[config.mk]
export PLATFORM = sky130hd
export DESIGN_NAME = fixed_timestep_rk4_spring_flat
export DESIGN_NICKNAME = d
export VERILOG_FILES = /design/src/rtl/fts_pkg.sv /design/src/rtl/fts_if.sv /design/src/rtl/fts_front.sv /design/src/rtl/fts_queue.sv /design/src/rtl/fts_back.sv /design/src/rtl/fixed_timestep_rk4_spring.sv /design/src/flat_wrapper.sv
export SDC_FILE = /design/constraint.sdc
export NUM_CORES = 2
export LEC_CHECK = 0
export ABC_CLOCK_PERIOD_IN_PS = 11500
export BUFFER_PORTS_ARGS = -buffer_cell sky130_fd_sc_hd__buf_4
export CELL_PAD_IN_SITES_DETAIL_PLACEMENT = 1
export CELL_PAD_IN_SITES_GLOBAL_PLACEMENT = 1
export CORE_MARGIN = 4
export CORE_UTILIZATION = 40
export CTS_CLUSTER_DIAMETER = 80
export DETAILED_ROUTE_END_ITERATION = 10
export GPL_TIMING_DRIVEN = 0
export PLACE_DENSITY = 0.77
export SYNTH_ARGS = -nofsm -noshare
export SYNTH_HDL_FRONTEND = slang
export SYNTH_SLANG_ARGS = --single-unit
[constraint.sdc]
create_clock -name clk -period 11.5 [get_ports clk]
set_clock_uncertainty 0.05 [all_clocks]
set_input_delay 1.15 -clock clk [delete_from_list [all_inputs] [get_ports clk]]
set_output_delay 1.15 -clock clk [all_outputs]
set_load 0.01 [all_outputs]
[src/rtl/fts_pkg.sv]
// Package for the fixed-timestep RK4 spring block.
// Types, register indexes, reset values and sequencer states shared by the front, queue, back and top files.
package fts_pkg;

  localparam int FTS_MAX_STEPS  = 16;
  localparam int FTS_DATA_WIDTH = 32;

  localparam logic [15:0] RST_STIFFNESS = 16'd2560;
  localparam logic [15:0] RST_DAMPING   = 16'd256;
  localparam logic [15:0] RST_STEP_SIZE = 16'd6554;
  localparam logic [17:0] RST_MAX_FRAME = 18'd16384;
  localparam logic [31:0] RST_START_POS = 32'd6553600;
  localparam logic [31:0] RST_START_VEL = 32'd0;

  typedef enum logic [2:0] {
    REG_STIFFNESS = 3'd0,
    REG_DAMPING   = 3'd1,
    REG_STEP_SIZE = 3'd2,
    REG_MAX_FRAME = 3'd3,
    REG_START_POS = 3'd4,
    REG_START_VEL = 3'd5
  } fts_reg_t;

  // frame delta after clamping, handed from front to back
  typedef struct packed {
    logic [17:0] delta;
    logic        clamped;
  } fts_item_t;

  typedef struct packed {
    logic [15:0] stiffness;
    logic [15:0] damping;
    logic [15:0] step_size;
  } fts_cfg_t;

  // start register writes reload the spring state
  typedef struct packed {
    logic        pos_we;
    logic        vel_we;
    logic [31:0] value;
  } fts_load_t;

  typedef enum logic [4:0] {
    S_IDLE, S_CHECK,
    S_KX, S_BV, S_ACC,
    S_OX, S_OV, S_OV2,
    S_DIVX, S_DIVV,
    S_UPX, S_UPV, S_UPV2,
    S_ALPHA,
    S_BL0, S_BL1, S_BL2, S_BL3, S_BL4,
    S_OUT
  } fts_state_t;

endpackage

[src/rtl/fts_if.sv]
// Handshake channels of the spring block: frame times in, shown state out.
// Depends on nothing.
interface fts_frame_if;
  logic        valid;
  logic        ready;
  logic [31:0] frame_time;
  modport source (output valid, output frame_time, input ready);
  modport sink (input valid, input frame_time, output ready);
endinterface

interface fts_result_if;
  logic               valid;
  logic               ready;
  logic signed [31:0] shown_position;
  logic signed [31:0] shown_velocity;
  logic        [4:0]  steps_taken;
  logic               frame_clamped;
  modport source (output valid, output shown_position, output shown_velocity,
                  output steps_taken, output frame_clamped, input ready);
  modport sink (input valid, input shown_position, input shown_velocity,
                input steps_taken, input frame_clamped, output ready);
endinterface

[src/rtl/fts_front.sv]
// Front end: takes frame words, forms the clamped delta since the last frame.
// Depends on fts_pkg and fts_frame_if.
module fts_front (
  input  logic                  clk,
  input  logic                  rst,
  fts_frame_if.sink             frame,
  input  logic [17:0]           max_frame,
  output logic                  push_valid,
  input  logic                  push_ready,
  output fts_pkg::fts_item_t    push_item
);

  logic [31:0] last_time;
  logic [31:0] delta;
  logic        over;

  assign delta       = frame.frame_time - last_time;
  assign over        = delta > {14'd0, max_frame};
  assign frame.ready = push_ready;
  assign push_valid  = frame.valid;

  always_comb begin
    push_item.clamped = over;
    push_item.delta   = over ? max_frame : delta[17:0];
  end

  always_ff @(posedge clk) begin
    if (rst) begin
      last_time <= '0;
    end else if (frame.valid && push_ready) begin
      last_time <= frame.frame_time;
    end
  end

endmodule

[src/rtl/fts_queue.sv]
// Two-word queue between front and back.
// Depends on fts_pkg.
module fts_queue (
  input  logic               clk,
  input  logic               rst,
  input  logic               in_valid,
  output logic               in_ready,
  input  fts_pkg::fts_item_t in_item,
  output logic               out_valid,
  input  logic               out_ready,
  output fts_pkg::fts_item_t out_item
);

  fts_pkg::fts_item_t slot [2];
  logic       wr_ptr;
  logic       rd_ptr;
  logic [1:0] count;
  logic       push;
  logic       pop;

  assign in_ready  = (count != 2'd2);
  assign out_valid = (count != 2'd0);
  assign out_item  = slot[rd_ptr];
  assign push      = in_valid && in_ready;
  assign pop       = out_valid && out_ready;

  always_ff @(posedge clk) begin
    if (push) begin
      slot[wr_ptr] <= in_item;
    end
  end

  always_ff @(posedge clk) begin
    if (rst) begin
      wr_ptr <= 1'b0;
      rd_ptr <= 1'b0;
      count  <= 2'd0;
    end else begin
      if (push) wr_ptr <= ~wr_ptr;
      if (pop) rd_ptr <= ~rd_ptr;
      count <= count + {1'b0, push} - {1'b0, pop};
    end
  end

endmodule

[src/rtl/fts_back.sv]
// Back end: accumulator, RK4 sequencer on one shared multiplier, divide-by-6
// and alpha dividers, blend, output register. Depends on fts_pkg, fts_result_if.
module fts_back #(
  parameter int MAX_STEPS  = fts_pkg::FTS_MAX_STEPS,
  parameter int DATA_WIDTH = fts_pkg::FTS_DATA_WIDTH
) (
  input  logic               clk,
  input  logic               rst,
  input  logic               q_valid,
  output logic               q_ready,
  input  fts_pkg::fts_item_t q_item,
  input  fts_pkg::fts_cfg_t  cfg,
  input  fts_pkg::fts_load_t load,
  fts_result_if.source       res
);

  localparam int W   = DATA_WIDTH;
  localparam int PW  = W + 18;
  localparam int NB  = (W + 1 + 7) / 8;
  localparam int DBW = NB * 8;
  localparam int STW = $clog2(MAX_STEPS + 1);

  function automatic logic signed [W-1:0] sat(input logic signed [PW-1:0] v);
    if (v[PW-1:W-1] == {(PW-W+1){v[PW-1]}}) sat = v[W-1:0];
    else sat = v[PW-1] ? {1'b1, {(W-1){1'b0}}} : {1'b0, {(W-1){1'b1}}};
  endfunction

  function automatic logic signed [31:0] sat32(input logic signed [PW-1:0] v);
    if (v[PW-1:31] == {(PW-31){v[PW-1]}}) sat32 = v[31:0];
    else sat32 = v[PW-1] ? {1'b1, {31{1'b0}}} : {1'b0, {31{1'b1}}};
  endfunction

  function automatic logic signed [PW-1:0] ext(input logic signed [W-1:0] v);
    ext = {{(PW-W){v[W-1]}}, v};
  endfunction

  fts_pkg::fts_state_t state, state_next;

  logic        [31:0]   acc;
  logic        [STW-1:0] steps;
  logic                 clamped;
  logic signed [W-1:0]  x, v, px, pv, xs, vs, kx, dx_r, dv_r, sx_r, sv_r;
  logic signed [PW-1:0] sum_x, sum_v, bsum;
  logic        [1:0]    stage;
  logic        [4:0]    cnt;

  // shared multiplier
  logic signed [W-1:0]  mul_a;
  logic        [16:0]   mul_b;
  logic signed [PW-1:0] prod;

  // divide-by-6 unit
  logic                 div_neg;
  logic [DBW-1:0]       dsh, dq, dq_next;
  logic [1:0]           drem, drem_next;
  logic [9:0]           dt_word;
  logic [20:0]          dmul;
  logic [7:0]           dqd;
  logic signed [PW-1:0] div_q;
  logic signed [W-1:0]  div_res;

  // alpha divider
  logic [16:0] ar;
  logic [15:0] aq;
  logic [17:0] ar2;
  logic        abit;
  logic [16:0] alpha;

  logic        [15:0]   step;
  logic                 step_ok;
  logic        [32:0]   acc_add;
  logic signed [W-1:0]  bv_c, a_c, xs_c, vs_c, xn_c, vn_c;
  logic signed [PW-1:0] sum_x_next, sum_v_next;
  logic signed [31:0]   bl_c;
  logic signed [31:0]   bl_pos, bl_vel;
  logic                 out_valid;
  logic signed [31:0]   out_pos, out_vel;
  logic [4:0]           out_steps;
  logic                 out_clamped;
  logic                 out_take;

  assign step    = (cfg.step_size == 16'd0) ? 16'd1 : cfg.step_size;
  assign step_ok = acc >= {16'd0, step};
  assign acc_add = {1'b0, acc} + {15'd0, q_item.delta};
  assign q_ready = (state == fts_pkg::S_IDLE);
  assign out_take = !out_valid || res.ready;

  assign bv_c = sat(prod >>> 8);
  assign a_c  = sat(-ext(kx) - ext(bv_c));
  assign xs_c = sat(ext(x) + (prod >>> ((stage == 2'd3) ? 16 : 17)));
  assign vs_c = sat(ext(v) + (prod >>> ((stage == 2'd3) ? 16 : 17)));
  assign xn_c = sat(ext(x) + (prod >>> 16));
  assign vn_c = sat(ext(v) + (prod >>> 16));
  assign bl_c = sat32((bsum + prod) >>> 16);

  // RK4 weights: 1, 2, 2, 1
  always_comb begin
    case (stage)
      2'd0: begin
        sum_x_next = ext(vs);
        sum_v_next = ext(a_c);
      end
      2'd3: begin
        sum_x_next = sum_x + ext(vs);
        sum_v_next = sum_v + ext(a_c);
      end
      default: begin
        sum_x_next = sum_x + (ext(vs) <<< 1);
        sum_v_next = sum_v + (ext(a_c) <<< 1);
      end
    endcase
  end

  // one byte of quotient per cycle; x*683>>11 is exact /3 below 768
  assign dt_word   = {drem, dsh[DBW-1 -: 8]};
  assign dmul      = 21'(dt_word) * 21'd683;
  assign dqd       = dmul[18:11];
  assign drem_next = 2'(dt_word - 10'(dqd) * 10'd3);
  assign dq_next   = {dq[DBW-9:0], dqd};
  assign div_q     = PW'(dq_next);
  assign div_res   = sat(div_neg ? ~div_q : div_q);

  assign ar2  = {ar, 1'b0};
  assign abit = ar2 >= {2'b00, step};

  always_comb begin
    mul_a = x;
    mul_b = 17'd0;
    case (state)
      fts_pkg::S_KX:  begin mul_a = xs;   mul_b = {1'b0, cfg.stiffness}; end
      fts_pkg::S_BV:  begin mul_a = vs;   mul_b = {1'b0, cfg.damping}; end
      fts_pkg::S_OX:  begin mul_a = dx_r; mul_b = {1'b0, step}; end
      fts_pkg::S_OV:  begin mul_a = dv_r; mul_b = {1'b0, step}; end
      fts_pkg::S_UPX: begin mul_a = sx_r; mul_b = {1'b0, step}; end
      fts_pkg::S_UPV: begin mul_a = sv_r; mul_b = {1'b0, step}; end
      fts_pkg::S_BL0: begin mul_a = x;    mul_b = alpha; end
      fts_pkg::S_BL1: begin mul_a = px;   mul_b = 17'h10000 - alpha; end
      fts_pkg::S_BL2: begin mul_a = v;    mul_b = alpha; end
      fts_pkg::S_BL3: begin mul_a = pv;   mul_b = 17'h10000 - alpha; end
      default: begin end
    endcase
  end

  always_ff @(posedge clk) begin
    prod <= mul_a * $signed({1'b0, mul_b});
  end

  always_comb begin
    state_next = state;
    case (state)
      fts_pkg::S_IDLE:  if (q_valid) state_next = fts_pkg::S_CHECK;
      fts_pkg::S_CHECK: begin
        if (step_ok && steps < STW'(MAX_STEPS)) state_next = fts_pkg::S_KX;
        else if (step_ok) state_next = fts_pkg::S_BL0;
        else state_next = fts_pkg::S_ALPHA;
      end
      fts_pkg::S_KX:  state_next = fts_pkg::S_BV;
      fts_pkg::S_BV:  state_next = fts_pkg::S_ACC;
      fts_pkg::S_ACC: state_next = (stage == 2'd3) ? fts_pkg::S_DIVX : fts_pkg::S_OX;
      fts_pkg::S_OX:  state_next = fts_pkg::S_OV;
      fts_pkg::S_OV:  state_next = fts_pkg::S_OV2;
      fts_pkg::S_OV2: state_next = fts_pkg::S_KX;
      fts_pkg::S_DIVX: if (cnt == 5'(NB - 1)) state_next = fts_pkg::S_DIVV;
      fts_pkg::S_DIVV: if (cnt == 5'(NB - 1)) state_next = fts_pkg::S_UPX;
      fts_pkg::S_UPX:  state_next = fts_pkg::S_UPV;
      fts_pkg::S_UPV:  state_next = fts_pkg::S_UPV2;
      fts_pkg::S_UPV2: state_next = fts_pkg::S_CHECK;
      fts_pkg::S_ALPHA: if (cnt == 5'd15) state_next = fts_pkg::S_BL0;
      fts_pkg::S_BL0: state_next = alpha[16] ? fts_pkg::S_OUT : fts_pkg::S_BL1;
      fts_pkg::S_BL1: state_next = fts_pkg::S_BL2;
      fts_pkg::S_BL2: state_next = fts_pkg::S_BL3;
      fts_pkg::S_BL3: state_next = fts_pkg::S_BL4;
      fts_pkg::S_BL4: state_next = fts_pkg::S_OUT;
      fts_pkg::S_OUT: if (out_take) state_next = fts_pkg::S_IDLE;
      default: state_next = fts_pkg::S_IDLE;
    endcase
  end

  always_ff @(posedge clk) begin
    if (rst) begin
      state <= fts_pkg::S_IDLE;
    end else begin
      state <= state_next;
    end
  end

  always_ff @(posedge clk) begin
    if (rst) begin
      acc       <= '0;
      steps     <= '0;
      x         <= sat(PW'($signed(fts_pkg::RST_START_POS)));
      px        <= sat(PW'($signed(fts_pkg::RST_START_POS)));
      v         <= sat(PW'($signed(fts_pkg::RST_START_VEL)));
      pv        <= sat(PW'($signed(fts_pkg::RST_START_VEL)));
      out_valid <= 1'b0;
    end else begin
      if (load.pos_we) begin
        x  <= sat(PW'($signed(load.value)));
        px <= sat(PW'($signed(load.value)));
      end
      if (load.vel_we) begin
        v  <= sat(PW'($signed(load.value)));
        pv <= sat(PW'($signed(load.value)));
      end
      if (res.valid && res.ready && state != fts_pkg::S_OUT) out_valid <= 1'b0;
      case (state)
        fts_pkg::S_IDLE: if (q_valid) begin
          acc     <= acc_add[32] ? 32'hFFFF_FFFF : acc_add[31:0];
          clamped <= q_item.clamped;
          steps   <= '0;
        end
        fts_pkg::S_CHECK: begin
          if (step_ok && steps < STW'(MAX_STEPS)) begin
            acc   <= acc - {16'd0, step};
            px    <= x;
            pv    <= v;
            xs    <= x;
            vs    <= v;
            stage <= 2'd0;
          end else if (step_ok) begin
            alpha <= 17'h10000;
          end else begin
            ar  <= {1'b0, acc[15:0]};
            aq  <= '0;
            cnt <= '0;
          end
        end
        fts_pkg::S_BV:  kx <= sat(prod >>> 8);
        fts_pkg::S_ACC: begin
          sum_x <= sum_x_next;
          sum_v <= sum_v_next;
          dx_r  <= vs;
          dv_r  <= a_c;
          stage <= stage + 2'd1;
          if (stage == 2'd3) begin
            div_neg <= sum_x_next[PW-1];
            dsh     <= DBW'(sum_x_next[PW-1] ? (~sum_x_next) >> 1 : sum_x_next >> 1);
            drem    <= '0;
            dq      <= '0;
            cnt     <= '0;
          end
        end
        fts_pkg::S_OV:  xs <= xs_c;
        fts_pkg::S_OV2: vs <= vs_c;
        fts_pkg::S_DIVX, fts_pkg::S_DIVV: begin
          if (cnt == 5'(NB - 1)) begin
            cnt  <= '0;
            drem <= '0;
            dq   <= '0;
            if (state == fts_pkg::S_DIVX) begin
              sx_r    <= div_res;
              div_neg <= sum_v[PW-1];
              dsh     <= DBW'(sum_v[PW-1] ? (~sum_v) >> 1 : sum_v >> 1);
            end else begin
              sv_r <= div_res;
            end
          end else begin
            dsh  <= dsh << 8;
            drem <= drem_next;
            dq   <= dq_next;
            cnt  <= cnt + 5'd1;
          end
        end
        fts_pkg::S_UPV:  x <= xn_c;
        fts_pkg::S_UPV2: begin
          v     <= vn_c;
          steps <= steps + STW'(1);
        end
        fts_pkg::S_ALPHA: begin
          ar  <= abit ? 17'(ar2 - {2'b00, step}) : ar2[16:0];
          aq  <= {aq[14:0], abit};
          cnt <= cnt + 5'd1;
          if (cnt == 5'd15) alpha <= {1'b0, aq[14:0], abit};
        end
        fts_pkg::S_BL0: if (alpha[16]) begin
          bl_pos <= sat32(ext(x));
          bl_vel <= sat32(ext(v));
        end
        fts_pkg::S_BL1: bsum <= prod;
        fts_pkg::S_BL2: bl_pos <= bl_c;
        fts_pkg::S_BL3: bsum <= prod;
        fts_pkg::S_BL4: bl_vel <= bl_c;
        // the held result word stays put until it is taken
        fts_pkg::S_OUT: if (out_take) begin
          out_valid   <= 1'b1;
          out_pos     <= bl_pos;
          out_vel     <= bl_vel;
          out_steps   <= 5'(steps);
          out_clamped <= clamped;
        end
        default: begin end
      endcase
    end
  end

  assign res.valid          = out_valid;
  assign res.shown_position = out_pos;
  assign res.shown_velocity = out_vel;
  assign res.steps_taken    = out_steps;
  assign res.frame_clamped  = out_clamped;

`ifndef NO_ASSERTIONS
  a_step_cap: assert property (@(posedge clk) disable iff (rst)
    steps <= STW'(MAX_STEPS)) else $error("step count above cap");
  a_alpha_frac: assert property (@(posedge clk) disable iff (rst)
    state == fts_pkg::S_ALPHA |-> acc < {16'd0, step}) else $error("alpha with full step left");
  a_out_load: assert property (@(posedge clk) disable iff (rst)
    (state == fts_pkg::S_OUT && out_take) |=> res.valid) else $error("result not loaded");
  a_take_item: assert property (@(posedge clk) disable iff (rst)
    (state == fts_pkg::S_IDLE && q_valid) |=> state == fts_pkg::S_CHECK)
    else $error("queued word not taken");
`endif

endmodule

[src/rtl/fixed_timestep_rk4_spring.sv]
// Fixed-timestep damped spring (a = -k*x - b*v) with RK4 steps and blended output.
// Each frame word goes from the frame port into the queue, then through the RK4
// sequencer to the result register, and may wait until the result register can take it;
// the alpha divide and blend are skipped when the step cap leaves a full step.
// The RK4 sequencer runs every product through one shared multiplier and
// divides by six one byte per cycle. A two-word queue lets frames be taken
// while a step is running and a result register holds the last answer.
module fixed_timestep_rk4_spring #(
  parameter int MAX_STEPS  = fts_pkg::FTS_MAX_STEPS,
  parameter int DATA_WIDTH = fts_pkg::FTS_DATA_WIDTH
) (
  input  logic         clk,
  input  logic         rst,
  fts_frame_if.sink    frame,
  fts_result_if.source result,
  input  logic         wr_en,
  input  logic [2:0]   wr_index,
  input  logic [31:0]  wr_data
);

  logic [15:0] stiffness, damping, step_size;
  logic [17:0] max_frame;
  logic        push_valid, push_ready, q_valid, q_ready;
  fts_pkg::fts_item_t push_item, q_item;
  fts_pkg::fts_cfg_t  cfg;
  fts_pkg::fts_load_t load;

  always_ff @(posedge clk) begin
    if (rst) begin
      stiffness <= fts_pkg::RST_STIFFNESS;
      damping   <= fts_pkg::RST_DAMPING;
      step_size <= fts_pkg::RST_STEP_SIZE;
      max_frame <= fts_pkg::RST_MAX_FRAME;
    end else if (wr_en) begin
      case (wr_index)
        fts_pkg::REG_STIFFNESS: stiffness <= wr_data[15:0];
        fts_pkg::REG_DAMPING:   damping   <= wr_data[15:0];
        fts_pkg::REG_STEP_SIZE: step_size <= wr_data[15:0];
        fts_pkg::REG_MAX_FRAME: max_frame <= wr_data[17:0];
        default: begin end
      endcase
    end
  end

  always_comb begin
    cfg.stiffness = stiffness;
    cfg.damping   = damping;
    cfg.step_size = step_size;
    load.pos_we   = wr_en && (wr_index == fts_pkg::REG_START_POS);
    load.vel_we   = wr_en && (wr_index == fts_pkg::REG_START_VEL);
    load.value    = wr_data;
  end

  fts_front u_front (
    .clk, .rst, .frame, .max_frame,
    .push_valid, .push_ready, .push_item
  );

  fts_queue u_queue (
    .clk, .rst,
    .in_valid(push_valid), .in_ready(push_ready), .in_item(push_item),
    .out_valid(q_valid), .out_ready(q_ready), .out_item(q_item)
  );

  fts_back #(.MAX_STEPS(MAX_STEPS), .DATA_WIDTH(DATA_WIDTH)) u_back (
    .clk, .rst, .q_valid, .q_ready, .q_item, .cfg, .load, .res(result)
  );

endmodule
[src/flat_wrapper.sv]
// flat-port wrapper written by rule: the top's interface ports become plain ports
module fixed_timestep_rk4_spring_flat 
#(
  parameter int MAX_STEPS  = fts_pkg::FTS_MAX_STEPS,
  parameter int DATA_WIDTH = fts_pkg::FTS_DATA_WIDTH
)
  (clk, rst, wr_en, wr_index, wr_data, frame_valid, frame_frame_time, frame_ready, result_valid, result_shown_position, result_shown_velocity, result_steps_taken, result_frame_clamped, result_ready);
  fts_frame_if frame_i ();
  fts_result_if result_i ();
  input  logic clk;
  input  logic rst;
  input  logic wr_en;
  input  logic [2:0] wr_index;
  input  logic [31:0] wr_data;
  input wire logic [$bits(frame_i.valid)-1:0] frame_valid;
  input wire logic [$bits(frame_i.frame_time)-1:0] frame_frame_time;
  output wire logic [$bits(frame_i.ready)-1:0] frame_ready;
  output wire logic [$bits(result_i.valid)-1:0] result_valid;
  output wire logic [$bits(result_i.shown_position)-1:0] result_shown_position;
  output wire logic [$bits(result_i.shown_velocity)-1:0] result_shown_velocity;
  output wire logic [$bits(result_i.steps_taken)-1:0] result_steps_taken;
  output wire logic [$bits(result_i.frame_clamped)-1:0] result_frame_clamped;
  input wire logic [$bits(result_i.ready)-1:0] result_ready;
  assign frame_i.valid = frame_valid;
  assign frame_i.frame_time = frame_frame_time;
  assign frame_ready = frame_i.ready;
  assign result_valid = result_i.valid;
  assign result_shown_position = result_i.shown_position;
  assign result_shown_velocity = result_i.shown_velocity;
  assign result_steps_taken = result_i.steps_taken;
  assign result_frame_clamped = result_i.frame_clamped;
  assign result_i.ready = result_ready;
  fixed_timestep_rk4_spring #(.MAX_STEPS(MAX_STEPS), .DATA_WIDTH(DATA_WIDTH)) u_core (.clk(clk), .rst(rst), .frame(frame_i), .result(result_i), .wr_en(wr_en), .wr_index(wr_index), .wr_data(wr_data));
endmodule
# == Word-level counts from Yosys, hierarchy flattened ==
# Memory sizes are Yosys's and may differ from the RTL's. A register that Yosys moved wholly into a read port is not among the register bits.
# Index checks and enable logic that the tools add are counted.
# totals
register_bits,963
output_inout_bits,72
inputBits,72
memories,1
ramBits,38
# op_classes
n_eq_ne,51
magnitude_cmp,4
add_sub_neg,22
n_mul,3
bitwise_logic,7
reduce_logical,55
n_shift,1
muxes,99
# memory_table
name,words,width,rd,rd_clocked_by_memory_dff,wr,line,rtl
u_core.u_queue.slot,2,19,1,1,1,fts_queue.sv:14,fts_pkg::fts_item_t slot [2];
# ops
operator,count
$mux 32,35
$pmux 32 s2,6
$pmux 32 s9,1
$mux 40,5
$pmux 50 s2,2
$eq 18x18->1,6
$mux 17,6
$add 32x50->50,2
$add 50x32->50,2
$add 50x33->50,2
$pmux 5 s20,1
$pmux 17 s5,1
$not 41->41,2
$pmux 40 s2,1
$add 32x34->35,2
$pmux 17 s2,2
$mux 5,11
$add 50x50->50,1
$mul 32x18->50,1
$mux 50,1
$neg 32->50,1
$not 40->50,1
$sshr 50x5->50,1
$sub 50x32->50,1
other kinds (57),148

# == Depth between registers and ports, before layout ==
# depth
word_depth,7
depth_mapped,36
mapped_depth_nobuf,33

# == Hierarchy ==
# A second synthesis with hierarchy kept.
# unflattened
hier_cells,9632
hier_area_um2,89289.4
# by_module_without_submodules
module,instances,cells_each,area_per_inst_um2
fts_back,1,8743,80990.2
fts_front,1,544,3955.0
fixed_timestep_rk4_spring,1,257,2712.6
fts_queue,1,88,1631.6

# == Worst setup path after synthesis ==
# Ideal clock, no wire load.
# synth_path
path_kind,input-to-reg
startpoint,input port rst
endpoint,"register u_core.u_back.dv_r[0], enable pin"
slack_ns,2.279
path_buffers,3
arrival_ns,8.484
path_stages,4
cell_sequence,clkbuf_1 -> clkbuf_1 -> clkbuf_1 -> nor2_1
# synth_via
elab_chain_len,2
# synth_rtl
element,line,rtl
start: declaration,flat_wrapper.sv:11,input logic rst;
$not 1->1 (no source line),n/a,
$reduce_and 2->1 (no source line),n/a,
end signal: assignment,fts_back.sv:233,dv_r <= a_c;
end: declaration,fts_back.sv:42,"logic signed [W-1:0] x, v, px, pv, xs, vs, kx, dx_r, dv_r, sx_r, sv_r;"
# No other way between the ends.
# A chain may end at the register's enable or synchronous reset.

# == Worst setup path in the final report ==
# layout_path
startpoint,register u_core.u_back.prod[39]
endpoint,register u_core.u_back.sum_v[42] (data pin)
# layout_via
elab_chain_len,7
word_cells_on_any_way,9
# layout_rtl
element,line,rtl
start: declaration,fts_back.sv:50,logic signed [PW-1:0] prod;
start signal: assignment,fts_back.sv:145,"prod <= mul_a * $signed({1'b0, mul_b});"
$eq 10x10->1 (*),fts_back.sv:24,if (v[PW-1:W-1] == {(PW-W+1){v[PW-1]}}) sat = v[W-1:0];
$mux 32 (*),fts_back.sv:24,
net u_core.u_back.bv_c[1],fts_back.sv:72,"logic signed [W-1:0] bv_c, a_c, xs_c, vs_c, xn_c, vn_c;"
$sub 50x32->50 (*),fts_back.sv:89,assign a_c = sat(-ext(kx) - ext(bv_c));
$eq 18x18->1 / $mux 32 (equally long branches),"fts_back.sv:24, fts_back.sv:25",
$mux 32 (*),fts_back.sv:24,
net u_core.u_back.a_c[6],fts_back.sv:72,
$add 50x33->50 / $add 50x32->50 (equally long branches),"fts_back.sv:109, fts_back.sv:105",
$pmux 50 s2 (*),fts_back.sv:98,case (stage)
net u_core.u_back.sum_v_next[42],fts_back.sv:73,"logic signed [PW-1:0] sum_x_next, sum_v_next;"
end signal: assignment,fts_back.sv:231,sum_v <= sum_v_next;
end: declaration,fts_back.sv:43,"logic signed [PW-1:0] sum_x, sum_v, bsum;"
# Mark *: on every way through the listed nets, which the timed path passes. The rest lies on a longest branch.

==> reports/qor.yml <==
synth_compound_area_frac: 0.202
nNetsFinal: 11600
cts_buffers: 130
synth-xor-area-share: 0.0521
fmax_ghz: 0.0906
dieArea_sq_um: 230000
synth.largest_area_cell: "edfxtp_1"
p_leak_uw: 0.0410
place_congestion: 1.03
synthAdderAreaFrac: 0.222
synthMuxAreaShare: 0.0136
cp-start-kind: "flop"
hold_viol: 0
cts-root-buf: "clkbuf_16"
worstSetupEndpointType: "flop"
cts_buffer_depth: 3
num_vias: 82800
drv_cap: 2
syn_avg_cell_area_sq_um: 8.98
rr_worst_depth: 33
timing.rr.start: "u_core.u_back.prod[39]"
htreeDepth: 4
yosysMostFrequentCell: "nand2_1"
antenna_left: 0
dr.pass1.iters: 9
drive_gt1_frac: 0.0654
fin_crit_sh: 0.959
ys_types: 95
slew_viol_final: 9
worst_path_max_delay_cell: "a221oi_1"
grt_overflow: 0
path_class: "reg2reg"
syn_inst: 9928
hp-start: "u_core.u_back.bl_vel[17]"
synth_ff_type: "edfxtp_1"
worstReg2RegEnd: "u_core.u_back.sum_v[42]"
ys_async_sr_fraction: 0
synth.net_count: 11300
yosys-top-cells-count: "1231 x nand2_1, 922 x inv_1, 784 x a21oi_1, 696 x ha_1, 679 x nor2_1"
synth_simple_gate_area_frac: 0.150
drcViolationCount: 0
cts.sinks: 1002
violations: "max-capacitance violations, max-slew violations"
antenna_found_initial: 44
slew-limit-headroom: -0.00780
rows: 173
clock_latency_ps: 820
grt_pass1_vias: 85700
r2r_setup_slack_ps: 470
worst_slew_pin_slew_ps: 1500
cp_max_fo: 10
synthDominantCellAreaShare: 0.228
hold-path-endpoint: "u_core.u_back.res.shown_velocity[17]"
synth_area_leaders: "edfxtp_1 23%, fa_1 12%, ha_1 9.8%, dfxtp_1 7.3%, nand2_1 5.2%"
wl_per_cell_um: 29.8
synth_top_family_by_area: "adder cells"
dieHeight_um: 480
die_x_um: 480
io_pins: 144
setup_tns_ps: 0
worstPathArrival_ps: 11530
hp-class: "reg2reg"
start_util: 0.402
grt_pass1_wl_mm: 578
path_clk_slew_ps: 60
slowest_delay_ps: 850
drt-vias-per-instance: 6.20
finalSetupViolCount: 0
drt_iter0_markers: 9115
dp_hpwl_mm: 314
min_path_cells: 0
grt_usage: 0.337
routed_wl_mm: 399
required_ps: 12000
fillers: 25600
placeableCoreArea_sq_um: 222000
post-route-util: 0.449
powerDensity_nw_per_um2: 293
grt_max_degree: 33
synth-edff-count: 678
synth_warnings: 0
yosysSeqAreaShare: 0.301
crit_top_cell: "o21ai_0"
cts_tree: "yes"
status: "finished with violations"
vdd_ir_drop_max_v: 0.000413
synth_area_sq_um: 89100
min_period_ps: 11030
numPortBuffers: 142
syn_to_final_growth_pct: 11.7
yosys_register_bits: 1002
postCtsSetupRepairBufs: 0
[cells in the final DEF, fill, tap and decap left out, types with 94 or more instances in the layout]
| cell | netlist | final |
|---|---|---|
| nand2_1 | 1231 | 1231 |
| inv_1 | 922 | 922 |
| a21oi_1 | 784 | 772 |
| ha_1 | 696 | 696 |
| edfxtp_1 | 678 | 678 |
| nor2_1 | 679 | 673 |
| fa_1 | 555 | 555 |
| o21ai_0 | 477 | 473 |
| clkbuf_1 | 418 | 414 |
| xnor2_1 | 329 | 328 |
| dfxtp_1 | 324 | 313 |
| a21o_1 | 277 | 277 |
| xor2_1 | 199 | 199 |
| buf_4 | 5 | 169 |
| nor2b_1 | 168 | 168 |
| nand3_1 | 151 | 151 |
| nor3_1 | 142 | 138 |
| clkbuf_16 | 0 | 130 |
| a31oi_1 | 107 | 101 |
| o21a_1 | 99 | 99 |
| nand4_1 | 94 | 94 |
[how the worst max path moves through the flow]
stage	start	end	cells past startpoint
floorplan	rst	u_core.u_back.dv_r[0]	4
global route	u_core.u_back.prod[39]	u_core.u_back.sum_v[43]	35
finish	u_core.u_back.prod[39]	u_core.u_back.sum_v[42]	33
detailed placement	u_core.u_back.prod[40]	u_core.u_back.sum_v[42]	33
CTS	u_core.u_back.state[1]	u_core.u_back.prod[46]	30
global placement	rst	u_core.u_back.sum_v[46]	5
[metrics by stage]
step | instance area (sq um) | power [uW] | setup slack, ps | hold slack (ps) | instances
3_5_place_dp | 94800 | 24200 | -676 | 356 | 13100
6_report | 99500 | 29200 | 469 | 372 | 13400
5_1_grt | 99500 | 30900 | -10.6 | 377 | 13300
4_1_cts | 99300 | 28700 | 9.33 | 370 | 13300
3_3_place_gp | 93900 | 23500 | -3650 | 355 | 13000
2_1_floorplan | 89100 | 17800 | 2280 | 350 | 9928
[metal layers]
| metal | GRT usage | wire length [um] | vias up |
|---|---|---|---|
| met1 | 0.425 | 155000 | 41700 |
| met2 | 0.521 | 175000 | 4061 |
| met3 | 0.0892 | 39800 | 1137 |
| li1 | - | - | 35900 |
| met5 | 0 | 57 | - |
| met4 | 0.200 | 28400 | 8 |
[final cells by class]
type	count	area, sq um	area share
flip-flops and latches	1002	26900	0.270
clock buffers	155	3450	0.0346
well taps	2975	3720	0.0374
plain buffers	470	1830	0.0184
clock inverters	84	983	0.00988
inverters	924	3470	0.0348
multi-input cells	7531	57300	0.576
repair buffers	200	1810	0.0182
diodes	26	65.1	0.000654
[where the power goes]
part	switching, uW	internal [uW]	total [uW]
clock network	1820	2470	4300
registers	800	4750	5550
logic	12600	6690	19300
[critical path: cells and delay by family (launching register included)]
family / cells / cell delay (ps)
buffers and inverters: 4 / 950
AOI/OAI and AO/OA: 17 / 5620
xor gates and xnor gates: 2 / 630
adders and majority gates: 4 / 1350
DFF: 1 / 730
and+or+nand+nor: 6 / 1410
[kinds of logic (layout without fill, tap and decap cells)]
family | count (synthesis) | after routing
AND/OR/NAND/NOR | 2927 | 2927
other | 0 | 26
XOR/XNOR | 529 | 529
multiplexers | 108 | 108
adder cells (fa/ha/maj) | 1251 | 1251
flip-flops | 1002 | 1002
buffers and inverters | 1395 | 1833
AO/OA/AOI/OAI | 2716 | 2716
[state kept, by name, indices dropped and copies added, names as in the netlist, 38 cells and up, named ones only]
signal               cells
u_core.u_queue.slot     38
u_core.u_back.dsh       40
u_core.u_back.sum_x     49
u_core.u_back.prod      50
u_core.u_back.bsum      50
u_core.u_back.sum_v     50
[repair_timing]
item,in CTS,in global routing
gates resized for setup,21,56
pin swaps,0,1
endpoints found under the setup margin,23,21
hold buffers,0,0
(Power assumes the default switching activity.)
